--- config.mk ---
export PLATFORM = sky130hd
export DESIGN_NAME = throttle_average_deadband_map
export DESIGN_NICKNAME = d
export VERILOG_FILES = /design/src/design/tadm_pkg.sv /design/src/design/throttle_average_deadband_map.sv /design/src/design/tadm_history.sv /design/src/design/tadm_classify.sv /design/src/design/tadm_scale.sv
export SDC_FILE = /design/constraint.sdc
export NUM_CORES = 1
export LEC_CHECK = 0
export BUFFER_PORTS_ARGS = -buffer_cell sky130_fd_sc_hd__buf_4
export CAP_MARGIN = 15
export CORE_UTILIZATION = 55
export DETAILED_ROUTE_END_ITERATION = 6
export PLACE_DENSITY = 0.76
export SLEW_MARGIN = 20
export SYNTH_ARGS = -nofsm -noshare
export SYNTH_HDL_FRONTEND = slang
export SYNTH_SLANG_ARGS = --single-unit
--- constraint.sdc ---
create_clock -name i_clk -period 9 [get_ports i_clk]
set_input_delay 0.9 -clock i_clk [delete_from_list [all_inputs] [get_ports i_clk]]
set_output_delay 0.9 -clock i_clk [all_outputs]
set_load 0.03 [all_outputs]
--- src/design/tadm_pkg.sv ---
package tadm_pkg;

    localparam int unsigned CODE_W    = 12;
    localparam int unsigned SLOPE_W   = 24;
    localparam int unsigned SPEED_W   = 18;
    localparam int unsigned FRAC_W    = 16;
    localparam int unsigned CFG_IDX_W = 2;

    // register indexes on the config port
    localparam logic [CFG_IDX_W-1:0] CFG_BAND_LOW  = 2'd0;
    localparam logic [CFG_IDX_W-1:0] CFG_BAND_HIGH = 2'd1;
    localparam logic [CFG_IDX_W-1:0] CFG_SLOPE     = 2'd2;

    localparam logic [CODE_W-1:0]  BAND_LOW_RST  = 12'd1600;
    localparam logic [CODE_W-1:0]  BAND_HIGH_RST = 12'd2500;
    localparam logic [SLOPE_W-1:0] SLOPE_RST     = 24'd65536;

    // speed clip limits, as magnitudes
    localparam int unsigned SPEED_POS_LIM = 2**(SPEED_W-1) - 1;
    localparam int unsigned SPEED_NEG_LIM = 2**(SPEED_W-1);

    typedef enum logic [1:0] {
        REGION_BAND  = 2'd0,
        REGION_BELOW = 2'd1,
        REGION_ABOVE = 2'd2
    } t_region;

    typedef struct packed {
        logic [CODE_W-1:0]  low;
        logic [CODE_W-1:0]  high;
        logic [SLOPE_W-1:0] slope;
    } t_cfg;

    typedef struct packed {
        logic [CODE_W-1:0] avg;
        t_region           region;
        logic [CODE_W-1:0] diff;
    } t_class;

endpackage

--- src/design/throttle_average_deadband_map.sv ---
// Channel   | Direction | Handshake                   | Payload
// ----------+-----------+-----------------------------+--------------------------------------
// sample in | input     | i_in_valid / o_in_ready     | i_sample_code
// result    | output    | o_out_valid / i_out_ready   | o_speed_command, o_average_code,
//           |           |                             | o_region, o_saturated
// config    | input     | i_cfg_wr_en (no wait)       | i_cfg_index, i_cfg_data
//
// One sample per cycle sustained while the output is not stalled; each transfer's result
// passes three registered stages before it is offered at the output (history/sum,
// average + band compare, slope multiply + clip).
// Reset (synchronous, active low) clears the delay line, running sum, pipeline
// valids and returns the band edges and slope to their defaults.
// Every stage holds its item while the next one is full, so bubbles close up under an
// output stall and input is still taken until all three stages hold an item.
module throttle_average_deadband_map
    import tadm_pkg::*;
#(
    parameter int unsigned WINDOW = 16
) (
    input  logic                        i_clk,
    input  logic                        i_rst_n,

    input  logic                        i_in_valid,
    output logic                        o_in_ready,
    input  logic [CODE_W-1:0]           i_sample_code,

    output logic                        o_out_valid,
    input  logic                        i_out_ready,
    output logic signed [SPEED_W-1:0]   o_speed_command,
    output logic [CODE_W-1:0]           o_average_code,
    output logic [1:0]                  o_region,
    output logic                        o_saturated,

    input  logic                        i_cfg_wr_en,
    input  logic [CFG_IDX_W-1:0]        i_cfg_index,
    input  logic [SLOPE_W-1:0]          i_cfg_data
);

    localparam int unsigned SUM_W = CODE_W + $clog2(WINDOW);

    // configuration registers
    t_cfg r_cfg;

    always_ff @(posedge i_clk) begin
        if (!i_rst_n) begin
            r_cfg.low   <= BAND_LOW_RST;
            r_cfg.high  <= BAND_HIGH_RST;
            r_cfg.slope <= SLOPE_RST;
        end else if (i_cfg_wr_en) begin
            case (i_cfg_index)
                CFG_BAND_LOW:  r_cfg.low   <= i_cfg_data[CODE_W-1:0];
                CFG_BAND_HIGH: r_cfg.high  <= i_cfg_data[CODE_W-1:0];
                CFG_SLOPE:     r_cfg.slope <= i_cfg_data;
                default: ;
            endcase
        end
    end

    // pipeline control: a stage loads when it is empty or its successor loads
    logic r_v1, r_v2, r_v3;
    logic out_load, s2_load, s1_load, accept;

    assign out_load = !r_v3 || i_out_ready;
    assign s2_load  = !r_v2 || out_load;
    assign s1_load  = !r_v1 || s2_load;
    assign accept   = i_in_valid && s1_load;

    always_ff @(posedge i_clk) begin
        if (!i_rst_n) begin
            r_v1 <= 1'b0;
            r_v2 <= 1'b0;
            r_v3 <= 1'b0;
        end else begin
            if (s1_load) begin
                r_v1 <= i_in_valid;
            end
            if (s2_load) begin
                r_v2 <= r_v1;
            end
            if (out_load) begin
                r_v3 <= r_v2;
            end
        end
    end

    assign o_in_ready  = s1_load;
    assign o_out_valid = r_v3;

    // stage 1: delay line and running sum (the sum register is the stage payload)
    logic [SUM_W-1:0] sum;

    tadm_history #(
        .WINDOW (WINDOW)
    ) u_history (
        .i_clk    (i_clk),
        .i_rst_n  (i_rst_n),
        .i_load   (accept),
        .i_sample (i_sample_code),
        .o_sum    (sum)
    );

    // stage 2: average by reciprocal multiply, band compare
    t_class cls;

    tadm_classify #(
        .WINDOW (WINDOW)
    ) u_classify (
        .i_clk   (i_clk),
        .i_load  (s2_load && r_v1),
        .i_sum   (sum),
        .i_cfg   (r_cfg),
        .o_class (cls)
    );

    // stage 3: Q16 slope multiply, rounding, clip into the result register
    tadm_scale u_scale (
        .i_clk    (i_clk),
        .i_load   (out_load && r_v2),
        .i_class  (cls),
        .i_slope  (r_cfg.slope),
        .o_speed  (o_speed_command),
        .o_avg    (o_average_code),
        .o_region (o_region),
        .o_sat    (o_saturated)
    );

endmodule

--- src/design/tadm_history.sv ---
module tadm_history
    import tadm_pkg::*;
#(
    parameter int unsigned WINDOW = 16
) (
    input  logic                                   i_clk,
    input  logic                                   i_rst_n,
    input  logic                                   i_load,
    input  logic [CODE_W-1:0]                      i_sample,
    output logic [CODE_W+$clog2(WINDOW)-1:0]       o_sum
);

    localparam int unsigned SUM_W = CODE_W + $clog2(WINDOW);

    logic [CODE_W-1:0] r_taps [WINDOW];
    logic [SUM_W-1:0]  r_sum;
    logic [SUM_W-1:0]  n_sum;

    // oldest sample leaves the far end of the line as the new one enters
    assign n_sum = r_sum - SUM_W'(r_taps[WINDOW-1]) + SUM_W'(i_sample);

    always_ff @(posedge i_clk) begin
        if (!i_rst_n) begin
            for (int i = 0; i < WINDOW; i++) begin
                r_taps[i] <= '0;
            end
            r_sum <= '0;
        end else if (i_load) begin
            r_taps[0] <= i_sample;
            for (int i = 1; i < WINDOW; i++) begin
                r_taps[i] <= r_taps[i-1];
            end
            r_sum <= n_sum;
        end
    end

    assign o_sum = r_sum;

endmodule

--- src/design/tadm_classify.sv ---
module tadm_classify
    import tadm_pkg::*;
#(
    parameter int unsigned WINDOW = 16
) (
    input  logic                                   i_clk,
    input  logic                                   i_load,
    input  logic [CODE_W+$clog2(WINDOW)-1:0]       i_sum,
    input  t_cfg                                   i_cfg,
    output t_class                                 o_class
);

    localparam int unsigned LOG_W  = $clog2(WINDOW);
    localparam int unsigned SUM_W  = CODE_W + LOG_W;
    localparam int unsigned SHIFT  = SUM_W + LOG_W;
    localparam int unsigned PROD_W = 2 * SUM_W + 1;
    // ceil(2^SHIFT / WINDOW): exact floor division for any sum below 2^SUM_W
    localparam longint unsigned RECIP_FULL =
        ((64'd1 << SHIFT) + 64'(WINDOW) - 64'd1) / 64'(WINDOW);
    localparam logic [SUM_W:0] RECIP = (SUM_W+1)'(RECIP_FULL);

    logic [PROD_W-1:0] prod;
    logic [CODE_W-1:0] avg;
    t_class            n_class;
    t_class            r_class;

    assign prod = PROD_W'(i_sum) * PROD_W'(RECIP);
    assign avg  = prod[SHIFT +: CODE_W];

    always_comb begin
        n_class.avg = avg;
        if (avg < i_cfg.low) begin
            n_class.region = REGION_BELOW;
            n_class.diff   = i_cfg.low - avg;
        end else if (avg <= i_cfg.high) begin
            n_class.region = REGION_BAND;
            n_class.diff   = '0;
        end else begin
            n_class.region = REGION_ABOVE;
            n_class.diff   = avg - i_cfg.high;
        end
    end

    always_ff @(posedge i_clk) begin
        if (i_load) begin
            r_class <= n_class;
        end
    end

    assign o_class = r_class;

endmodule

--- src/design/tadm_scale.sv ---
module tadm_scale
    import tadm_pkg::*;
(
    input  logic                       i_clk,
    input  logic                       i_load,
    input  t_class                     i_class,
    input  logic [SLOPE_W-1:0]         i_slope,
    output logic signed [SPEED_W-1:0]  o_speed,
    output logic [CODE_W-1:0]          o_avg,
    output logic [1:0]                 o_region,
    output logic                       o_sat
);

    localparam int unsigned PROD_W = SLOPE_W + CODE_W;
    localparam int unsigned MAG_W  = PROD_W + 1 - FRAC_W;
    localparam logic [MAG_W-1:0] POS_LIM = MAG_W'(SPEED_POS_LIM);
    localparam logic [MAG_W-1:0] NEG_LIM = MAG_W'(SPEED_NEG_LIM);
    localparam logic [PROD_W:0]  HALF    = (PROD_W+1)'(1) << (FRAC_W - 1);

    logic [PROD_W-1:0]         prod;
    logic [PROD_W:0]           rounded;
    logic [MAG_W-1:0]          mag;
    logic [MAG_W-1:0]          clipped;
    logic signed [SPEED_W-1:0] n_speed;
    logic                      n_sat;

    logic signed [SPEED_W-1:0] r_speed;
    logic [CODE_W-1:0]         r_avg;
    logic [1:0]                r_region;
    logic                      r_sat;

    assign prod    = PROD_W'(i_slope) * PROD_W'(i_class.diff);
    // round half away from zero on the magnitude, sign applied after
    assign rounded = {1'b0, prod} + HALF;
    assign mag     = rounded[PROD_W:FRAC_W];

    always_comb begin
        clipped = mag;
        n_sat   = 1'b0;
        n_speed = '0;
        case (i_class.region)
            REGION_BELOW: begin
                if (mag > NEG_LIM) begin
                    clipped = NEG_LIM;
                    n_sat   = 1'b1;
                end
                n_speed = -$signed(clipped[SPEED_W-1:0]);
            end
            REGION_ABOVE: begin
                if (mag > POS_LIM) begin
                    clipped = POS_LIM;
                    n_sat   = 1'b1;
                end
                n_speed = $signed(clipped[SPEED_W-1:0]);
            end
            default: begin
                n_speed = '0;
                n_sat   = 1'b0;
            end
        endcase
    end

    always_ff @(posedge i_clk) begin
        if (i_load) begin
            r_speed  <= n_speed;
            r_avg    <= i_class.avg;
            r_region <= i_class.region;
            r_sat    <= n_sat;
        end
    end

    assign o_speed  = r_speed;
    assign o_avg    = r_avg;
    assign o_region = r_region;
    assign o_sat    = r_sat;

endmodule
==> results.tsv, run 1 <==
stage	metric	value	unit
run_status	status	finished with violations	
run_status	violations	DRC	
place	pre_cts_slack	697	ps
drt	ant_nets	0	
sta	rsz0062_at_grt	no	
drt	vias	16096	
sta	fin_skew	14.2	ps
yosys	syn-num-nets	2749	
die	die_y	209	um
power	pwr-share-clk	25.9	%
worst_hold_path	hp-class	reg2reg	
final_layout	diodes	0	
sta	hold_viol	0	
yosys	synth_edf_count	251	
sta	tns	0	ps
clock_network	clockBufferDepth	3	
yosys	ys_ff_latch	318	
power	p_switching	2100	uW
setup_path	r2r-end	u_scale.o_speed[12]$_DFFE_PP_	
final_layout	layout.area.seq	8880	um^2
flow_run	cap_violations	0	
power	powerDensity	216	nW/um^2
power	power_frac_seq	35.2	%
sta	setup_violations	0	
sta	tightest_slew	1030	ps
final_layout	area_delta_synth_final	9.07	%
final_layout	fin_util	61.1	%
setup_path	crit_path_start	u_classify.o_class[5]$_DFFE_PP_	
drt	wire_per_inst	17.3	um
global_route	grt-ovfl-total	0	
sta	holdWs	422	ps
power	irDropWorstVdd	0.000172	V
sta	fin_crit_sh	92.7	%
clock_network	cts_resized	0	
setup_path	crit_path_end_kind	flip-flop	
global_route	antenna_found_initial	0	
power	p_comb_share	38.9	%
yosys	synth_warnings	0	
final_layout	fillCellCount	3428	
final_layout	nets	2772	
sta	max_slew_margin	31.1	%
yosys	postSynthCellCount	2334	
global_route	grt_pass1_wl	83.6	mm
drt	drtIter0Drc	841	
setup_path	endpoint	u_scale.o_speed[12]$_DFFE_PP_	
setup_path	crit_type	reg2reg	
die	dieArea	43600	um^2
place	io_buffer_count	77	
yosys	postSynthAreaPerCell	10.1	um^2
clock_network	cts_tree	built	
setup_path	timing.rr.start	u_classify.o_class[5]$_DFFE_PP_	
setup_path	crit_path_start_kind	flip-flop	
yosys	netlist_area	23500	um^2
power	p_sw_share	38.0	%
global_route	grt_max_degree	110	
final_layout	multi_input_area	12900	um^2
sta	fin_crit	8340	ps
drt	drc	1	
global_route	grt_pass1_vias	16649	
die	initial_core_util	56.0	%
clock_network	cts_num_sinks	318	
drt	first_pass_iters	7	
power	power	5540	uW
setup_path	arrival	8630	ps
die	boundaryPins	78	
place	dp_hpwl	37.5	mm
sta	fmax	120	MHz
clock_network	numCtsBuffers	35	
clock_network	hold_buffers	0	
sta	setup_ws	659	ps
yosys	synthDistinctLibCells	81	
setup_path	r2r_cells	25	
setup_path	ff2ff_setup_slack	660	ps
clock_network	clk_latency	540	ps
power	p_int	3440	uW
yosys	ys.flop_type	edfxtp_1	
place	gp_congestion	0.914	
power	leakagePower	0.0114	uW
clock_network	ctsHtreeMaxLevel	2	
die	die_w	209	um
clock_network	clkTransAtPathRegs	60	ps
clock_network	post_cts_buffers	0	
setup_path	cp_max_fo	24	
yosys	ys_seq_area_share	37.7	%
sta	slew_violations	0	
die	rows	75	
setup_path	required	9290	ps
clock_network	cts-root-buf	clkbuf_16	
final_layout	drive_gt1_share	7.30	%
drt	vias_per_cell	5.51	
global_route	grt_usage	24.0	%
yosys	async_flop_share	0	%
drt	wl	50.6	mm
die	core_area	42000	um^2
==> placed cells by master, fill, tap and decap left out, types with 14 or more instances in the layout <==
cell type,count
clkbuf_16,37
nor2_1,70
nand3_1,21
edfxtp_1,251
nor3_1,29
dfxtp_1,67
fa_1,234
a21oi_1,107
ha_1,138
xnor2_1,22
nand4_1,14
buf_4,90
and2_1,266
o211ai_1,16
a21o_1,17
nand2_1,371
o21ai_0,36
inv_1,363
==> state kept, by name, indices dropped and copies added (netlist names), 2 cells and up <==
register,cells
u_scale.o_region,2
u_scale.o_avg,12
r_cfg,48
u_history.r_taps,192
u_classify.o_class,26
u_scale.o_speed,18
u_history.o_sum,16
==> power groups by stage <==
stage | Clock [uW] | Sequential, uW | Combinational (uW)
2_1_floorplan | 0 | 1850 | 1710
3_3_place_gp | 0 | 1970 | 2090
3_5_place_dp | 0 | 1970 | 2130
4_1_cts | 1460 | 1940 | 2150
5_1_grt | 1520 | 1960 | 2440
6_report | 1440 | 1950 | 2150
==> through the flow <==
| step | cells | instance area (um^2) |
|---|---|---|
| after CTS | 2920 | 25700 |
| after detailed placement | 2858 | 24500 |
| after global routing | 2921 | 25700 |
| after global placement | 2858 | 24500 |
| final | 2921 | 25700 |
| after floorplan | 2334 | 23500 |
==> cell families after synthesis <==
family	share of synthesized area, %
compound gates	7.77
fa+ha+maj	27.2
flops	37.7
xor+xnor	1.23
simple gates	18.0
mux	0.489
buf+inv	7.52
==> worst max-delay path: stages, from the launching register on <==
cell and delay (ps):
edfxtp_1 930, nand2_1 200, fa_1 530, fa_1 520, inv_1 60, fa_1 460
fa_1 540, inv_1 50, fa_1 520, inv_1 40, ha_1 400, nand3_1 160
nor2_1 180, o2111ai_2 180, a21oi_1 460, xor2_1 250, nor4_4 410, nand4_2 280
nor4b_4 400, a21o_2 370, nand2_1 100, ha_1 310, o41ai_4 140, or3_1 200
o21ai_1 60, a211o_1 300
==> cell type report <==
type / instances / share of cell area [%]
inverters: 364 / 5.32
clock buffers: 52 / 3.98
well taps: 539 / 2.63
clock inverters: 10 / 0.482
flip-flops and latches: 318 / 34.6
repair buffers: 91 / 2.68
multi-input cells: 1547 / 50.3
==> cell usage after synthesis, types with 7 or more instances <==
cell type	count	area, um^2
o21ai_1	9	45.0
or3_1	13	81.3
o31ai_1	8	60.1
a21o_1	17	128
clkbuf_1	95	357
mux2i_1	9	90.1
nand3_1	21	105
a31oi_1	13	81.3
dfxtp_1	67	1340
nor2_1	71	267
buf_2	7	35.0
nor3_1	29	145
xnor2_1	22	193
o211ai_1	16	120
fa_1	234	4680
inv_1	363	1360
nand4_1	14	87.6
o21ai_0	36	180
a21oi_1	107	536
a211oi_1	8	60.1
xor2_1	11	96.3
a21boi_0	10	75.1
and3_1	9	56.3
ha_1	138	1730
nand2_1	372	1400
nor2b_1	12	75.1
and2_1	266	1660
nand3b_1	12	90.1
edfxtp_1	251	7540
==> worst min path at each step <==
| stage | from | to | slack, ps | cells past startpoint |
|---|---|---|---|---|
| after floorplan | u_classify.o_class[14]$_DFFE_PP_ | u_scale.o_avg[0]$_DFFE_PP_ | 400 | 0 |
| after detailed placement | u_classify.o_class[17]$_DFFE_PP_ | u_scale.o_avg[3]$_DFFE_PP_ | 410 | 0 |
| after global placement | u_classify.o_class[18]$_DFFE_PP_ | u_scale.o_avg[4]$_DFFE_PP_ | 400 | 0 |
| after global routing | u_classify.o_class[15]$_DFFE_PP_ | u_scale.o_avg[1]$_DFFE_PP_ | 430 | 0 |
| after CTS | u_classify.o_class[21]$_DFFE_PP_ | u_scale.o_avg[7]$_DFFE_PP_ | 420 | 0 |
| final | u_classify.o_class[14]$_DFFE_PP_ | u_scale.o_avg[0]$_DFFE_PP_ | 420 | 0 |
==> layer usage <==
| metal | global-route usage (%) | share of wire (%) | up-vias |
|---|---|---|---|
| met5 | 0 | 0 | - |
| met4 | 8.85 | 3.3 | 0 |
| met3 | 3.92 | 5.9 | 102 |
| met2 | 40.6 | 48 | 454 |
| met1 | 31.2 | 42 | 7949 |
| li1 | - | - | 7591 |
Note: power is estimated with default switching activity, not from simulation.
==> run 2, diff against run 1 <==
CORE_UTILIZATION = 60   (was 55)
GPL_ROUTABILITY_DRIVEN = 0   (was default)
PLACE_DENSITY = 0.81   (was 0.76)
==> run 2 against run 1 <==
The run now ends clean. Sequential power hardly changed. Global-route usage is 2.9 points higher. Fmax is 1.8% lower. First-iteration DRC count is 25% higher. Cell count is 0.68% lower. Routed wire length is 0.16% higher. Sequential cell count stayed put. Worst hold slack hardly changed. Largest cell class unchanged.
==> results.tsv, run 2 (synthesized netlist as in run 1, its figures left out) <==
stage	metric	value	unit
drt	drc	0	
clock_network	numCtsBuffers	35	
clock_network	cts_resized	0	
global_route	met1_usage	34.0	%
die	core_area	38600	um^2
clock_network	clk_latency	550	ps
final_layout	mostFrequentLayoutCell	nand2_1	
clock_network	cts_num_sinks	318	
clock_network	cts-root-buf	clkbuf_16	
sta	slew_violations	0	
place	dp_hpwl	37.3	mm
sta	setup_violations	0	
final_layout	final_cell_mix	371 x nand2_1, 363 x inv_1, 266 x and2_1	
die	rows	72	
global_route	grt_util_met2	46.1	%
flow_run	cap_violations	0	
final_layout	area_delta_synth_final	8.93	%
global_route	grt_pass1_vias	16778	
place	io_buffer_count	77	
die	boundaryPins	78	
setup_path	arrival	8780	ps
sta	tightest_slew	1040	ps
setup_path	crit_path_end_kind	flip-flop	
setup_path	r2r_cells	27	
power	p_comb_share	39.5	%
sta	fin_skew	37.5	ps
clock_network	hold_buffers	0	
drt	ant_nets	0	
die	dieArea	40000	um^2
global_route	grt-ovfl-total	0	
setup_path	cp_max_fo	24	
sta	fin_crit_sh	94.4	%
sta	hold_viol	0	
clock_network	post_cts_buffers	0	
global_route	grt_usage	26.9	%
drt	wire_per_inst	17.5	um
clock_network	ctsHtreeMaxLevel	2	
final_layout	finalNonFillerCells	2901	
power	p_sw_share	38.4	%
sta	max_slew_margin	30.9	%
die	initial_core_util	60.9	%
power	pwr-share-clk	25.4	%
global_route	grt_util_met3	4.35	%
die	die_y	200	um
drt	drtIter0Drc	1054	
setup_path	crit_path_start_kind	flip-flop	
sta	fmax	118	MHz
final_layout	drive_gt1_share	7.55	%
worst_hold_path	hold_end	u_scale.o_avg[3]$_DFFE_PP_	
setup_path	ff2ff_setup_slack	510	ps
sta	rsz0062_at_grt	no	
clock_network	clockBufferDepth	3	
global_route	antenna_found_initial	0	
worst_hold_path	hp-class	reg2reg	
drt	first_pass_iters	6	
setup_path	crit_type	reg2reg	
final_layout	largest_register	u_history.r_taps	
worst_hold_path	min_from	u_classify.o_class[17]$_DFFE_PP_	
final_layout	diodes	0	
global_route	grt_pass1_wl	84.3	mm
worst_hold_path	holdPathStages	0	
place	dp_cells	2836	
power	p_switching	2130	uW
drt	wl	50.7	mm
drt	vias	16406	
die	die_w	200	um
setup_path	required	9290	ps
run_status	status	finished clean	
power	power_frac_seq	35.1	%
drt	vias_per_cell	5.66	
setup_path	r2r-end	u_scale.o_speed[12]$_DFFE_PP_	
power	irDropWorstVdd	0.000194	V
global_route	top_usage_layer	met2	
global_route	grt_max_degree	86	
power	leakagePower	0.0114	uW
power	p_int	3410	uW
setup_path	timing.rr.start	u_classify.o_class[3]$_DFFE_PP_	
final_layout	fillCellCount	2845	
power	powerDensity	216	nW/um^2
clock_network	cts_tree	built	
final_layout	nets	2772	
sta	tns	0	ps
sta	fin_crit	8490	ps
clock_network	clkTransAtPathRegs	60	ps
final_layout	largest_reg_flops	192	
run 2: cell count changes in the layout (fill, tap and decap cells not counted), moves of 2 or more:
cell | before | now
clkbuf_8 | 4 | 1
clkinvlp_4 | 0 | 2
clkbuf_1 | 11 | 5
clkbuf_16 | 37 | 35
inv_6 | 2 | 4
clkinv_2 | 3 | 9
run 2: critical path, cell delays in order, from the launching register on:
cell	delay, ps
edfxtp_1	880
nand2_1	190
fa_1	590
inv_1	60
fa_1	530
inv_1	50
fa_1	500
inv_1	50
fa_1	480
inv_1	60
fa_1	520
inv_1	50
ha_1	350
nand3_1	180
nor2_1	220
o2111ai_2	190
a21oi_1	490
xor2_1	270
nor4_4	440
nand4_2	260
nor4b_4	400
a21o_2	380
nand2_1	100
ha_1	300
o41ai_4	130
or3_1	210
o21ai_1	70
a211o_1	300
run 2: layer usage:
| metal | routed length (um) | vias to the layer above |
|---|---|---|
| met5 | 0 | - |
| met4 | 1820 | 0 |
| met3 | 3640 | 136 |
| met2 | 25000 | 717 |
| met1 | 20300 | 7962 |
| li1 | - | 7591 |
run 2: worst max-delay path by stage:
stage	startpoint	to	cells after the start
floorplan	u_classify.o_class[3]$_DFFE_PP_	u_scale.o_speed[12]$_DFFE_PP_	28
finish	u_classify.o_class[3]$_DFFE_PP_	u_scale.o_speed[12]$_DFFE_PP_	27
CTS	u_classify.o_class[3]$_DFFE_PP_	u_scale.o_speed[12]$_DFFE_PP_	27
global route	u_classify.o_class[3]$_DFFE_PP_	u_scale.o_speed[10]$_DFFE_PP_	27
detailed placement	u_classify.o_class[3]$_DFFE_PP_	u_scale.o_speed[12]$_DFFE_PP_	27
global placement	u_classify.o_class[3]$_DFFE_PP_	u_scale.o_speed[12]$_DFFE_PP_	27
run 2: stage by stage:
step	cell area [um^2]	setup WS, ps	hold slack, ps	utilization (%)	total power [uW]
6_report	25600	508	422	66.4	5540
5_1_grt	25600	71.3	424	66.4	5880
4_1_cts	25600	663	423	66.2	5520
3_5_place_dp	24500	658	409	63.4	4100
3_3_place_gp	24500	1030	401	63.4	4000
2_1_floorplan	23500	1680	400	-	3560
run 2: layout make-up:
cell class                      count  area, um^2  share of cell area [%]
Multi-Input combinational cell   1547       12900                    50.4
Timing Repair Buffer               91         711                    2.77
Sequential cell                   318        8880                    34.6
Inverter                          364        1370                    5.33
Clock inverter                     22         208                   0.810
Tap cell                          518         648                    2.53
Clock buffer                       41         908                    3.54
run 2: power by group through the flow:
stage / Combinational, uW / Clock, uW / Sequential, uW
3_3_place_gp: 2040 / 0 / 1960
2_1_floorplan: 1710 / 0 / 1850
3_5_place_dp: 2130 / 0 / 1970
5_1_grt: 2440 / 1490 / 1960
4_1_cts: 2150 / 1430 / 1940
6_report: 2190 / 1410 / 1940
==> run 3, diff against run 2 <==
ABC_AREA = 1   (was default)
SYNTH_HIERARCHICAL = 1   (was default)
==> run 3 against run 2 <==
The run now ends with DRC left. Sequential share of layout area fell by 3.4 points. Sequential power rose by 7%. Fmax rose by 13%. Non-clock buffer count fell by 8. Largest power group unchanged.
==> results.tsv, run 3 <==
stage	metric	value	unit
drt	vias_per_cell	5.21	
yosys	yosysTopAreaCell	edfxtp_1	
global_route	top_usage_layer	met2	
setup_path	required	9280	ps
yosys	synth_area_leaders	edfxtp_1 28%, fa_1 18%, nand2_1 12%	
drt	vias	20001	
drt	first_pass_iters	7	
global_route	antenna_found_initial	0	
sta	rsz0062_at_grt	no	
final_layout	diodes	0	
place	place_area	27200	um^2
power	p_int	4050	uW
clock_network	cts-root-buf	clkbuf_16	
clock_network	clkTransAtPathRegs	60	ps
drt	drc	3	
die	initial_core_util	61.2	%
yosys	ys_ff_latch	318	
sta	setup_violations	0	
clock_network	numCtsBuffers	34	
clock_network	cts_num_sinks	318	
power	p_comb_share	55.6	%
place	io_buffer_count	77	
clock_network	clk_latency	540	ps
setup_path	cpMaxStageDelayCell	edfxtp_1	
setup_path	slowest_delay	980	ps
global_route	grt_pass1_wl	98.2	mm
power	irDropWorstVdd	0.000249	V
clock_network	post_cts_buffers	0	
drt	drtIter0Drc	1568	
final_layout	drive_gt1_share	9.59	%
sta	fin_skew	17.9	ps
setup_path	crit_path_end_kind	flip-flop	
final_layout	largest_reg_flops	192	
global_route	grt_max_degree	117	
final_layout	area_delta_synth_final	7.22	%
flow_run	cap_violations	0	
sta	hold_viol	0	
die	boundaryPins	78	
setup_path	arrival	7770	ps
power	leakagePower	0.0148	uW
sta	tns	0	ps
final_layout	stdcell_area	28400	um^2
global_route	grt_util_met2	47.9	%
yosys	synth_edf_count	251	
sta	fin_crit	7490	ps
yosys	ys_top_cells_by_count	881 x nand2_1, 851 x inv_1, 251 x edfxtp_1, 234 x fa_1, 198 x nor2_1	
power	p_switching	3790	uW
yosys	postSynthAreaPerCell	8.27	um^2
setup_path	crit_type	reg2reg	
final_layout	largest_register	u_history/r_taps	
yosys	postSynthCellCount	3202	
clock_network	cts_tree	built	
drt	ant_nets	0	
final_layout	final_cell_mix	881 x nand2_1, 850 x inv_1, 251 x edfxtp_1	
yosys	synth_warnings	6	
power	power_frac_seq	26.4	%
place	dp_hpwl	44.2	mm
final_layout	finalNonFillerCells	3837	
final_layout	nets	3642	
power	powerDensity	276	nW/um^2
drt	wire_per_inst	15.5	um
global_route	grt_pass1_vias	20643	
yosys	netlist_area	26500	um^2
die	dieArea	45000	um^2
die	rows	76	
die	core_area	43300	um^2
clock_network	cts_resized	0	
setup_path	crit_top_cell	nand2_1	
sta	slew_violations	0	
sta	tightest_slew	1040	ps
yosys	syn-num-nets	3617	
global_route	grt_usage	27.7	%
sta	fin_crit_sh	83.2	%
worst_hold_path	hp-class	reg2reg	
die	die_w	212	um
final_layout	mostFrequentLayoutCell	nand2_1	
setup_path	cp_max_fo	24	
run_status	violations	DRC	
clock_network	hold_buffers	0	
yosys	synthDistinctLibCells	47	
setup_path	crit_path_start_kind	flip-flop	
final_layout	fin_util	65.6	%
clock_network	ctsHtreeMaxLevel	2	
yosys	async_flop_share	0	%
run_status	status	finished with violations	
global_route	grt-ovfl-total	0	
sta	fmax	133	MHz
yosys	synth.most_common_cell	nand2_1	
place	dp_cells	3775	
yosys	synth_top_area_share	28.5	%
power	p_sw_share	48.4	%
yosys	ys.flop_type	edfxtp_1	
drt	wl	59.5	mm
die	die_y	212	um
global_route	grt_util_met3	5.17	%
sta	max_slew_margin	30.3	%
clock_network	clockBufferDepth	3	
power	pwr-share-clk	17.9	%
global_route	met1_usage	31.9	%
yosys	ys_seq_area_share	33.5	%
## run 3: metal layers
layer,vias to the layer above,wire (um)
met4,0,3670
met2,814,29200
met3,211,4270
met5,-,0
li1,9502,-
met1,9474,22400
## run 3: stage by stage
stage | hold slack [ps] | setup WS, ps | total power, uW
2_1_floorplan | 400 | 2690 | 5240
3_3_place_gp | 407 | 1920 | 6160
3_5_place_dp | 406 | 1690 | 6310
4_1_cts | 419 | 1660 | 7750
5_1_grt | 425 | 1100 | 8500
6_report | 416 | 1510 | 7840
## run 3: worst max-delay path: cells and delay by family, from the launching register on
kind | cells | cell delay, ps
adders and majority gates | 7 | 3320
and+or+nand+nor | 18 | 2590
DFF | 1 | 980
buffers and inverters | 4 | 240
AOI/OAI and AO/OA | 1 | 70
## run 3: power by group through the flow
| stage | combinational, uW | sequential, uW | clock, uW |
|---|---|---|---|
| 6_report | 4360 | 2070 | 1410 |
| 5_1_grt | 4920 | 2090 | 1490 |
| 4_1_cts | 4260 | 2060 | 1440 |
| 3_5_place_dp | 4220 | 2090 | 0 |
| 3_3_place_gp | 4080 | 2080 | 0 |
| 2_1_floorplan | 3340 | 1900 | 0 |
## run 3: worst paths after layout
path	slack (ps)	from	endpoint	cells past startpoint
setup / recovery	1510	u_classify/o_class[6]$_DFFE_PP_	u_scale/o_speed[12]$_DFFE_PP_	30
hold / removal	420	u_classify/o_class[25]$_DFFE_PP_	u_scale/o_avg[11]$_DFFE_PP_	0
setup reg to reg	1510	u_classify/o_class[6]$_DFFE_PP_	u_scale/o_speed[12]$_DFFE_PP_	30
hold reg to reg	420	u_classify/o_class[25]$_DFFE_PP_	u_scale/o_avg[11]$_DFFE_PP_	0
## run 3: cells by family (layout without fill, tap and decap cells)
family / Yosys count / in the layout / synth area share (%)
XOR/XNOR: 18 / 18 / 0.624
buffers and inverters: 960 / 1010 / 14.6
AO/OA/AOI/OAI: 150 / 150 / 3.08
AND/OR/NAND/NOR: 1384 / 1384 / 24.0
flip-flops: 318 / 318 / 33.5
adder cells (fa/ha/maj): 372 / 372 / 24.2
## run 3: final cells by class
class / instances / area [um^2]
Fill cell: 3383 / 14900
Clock buffer: 44 / 940
Timing Repair Buffer: 83 / 643
Inverter: 866 / 3260
Clock inverter: 17 / 183
Sequential cell: 318 / 8880
Multi-Input combinational cell: 1924 / 13800
Tap cell: 585 / 732
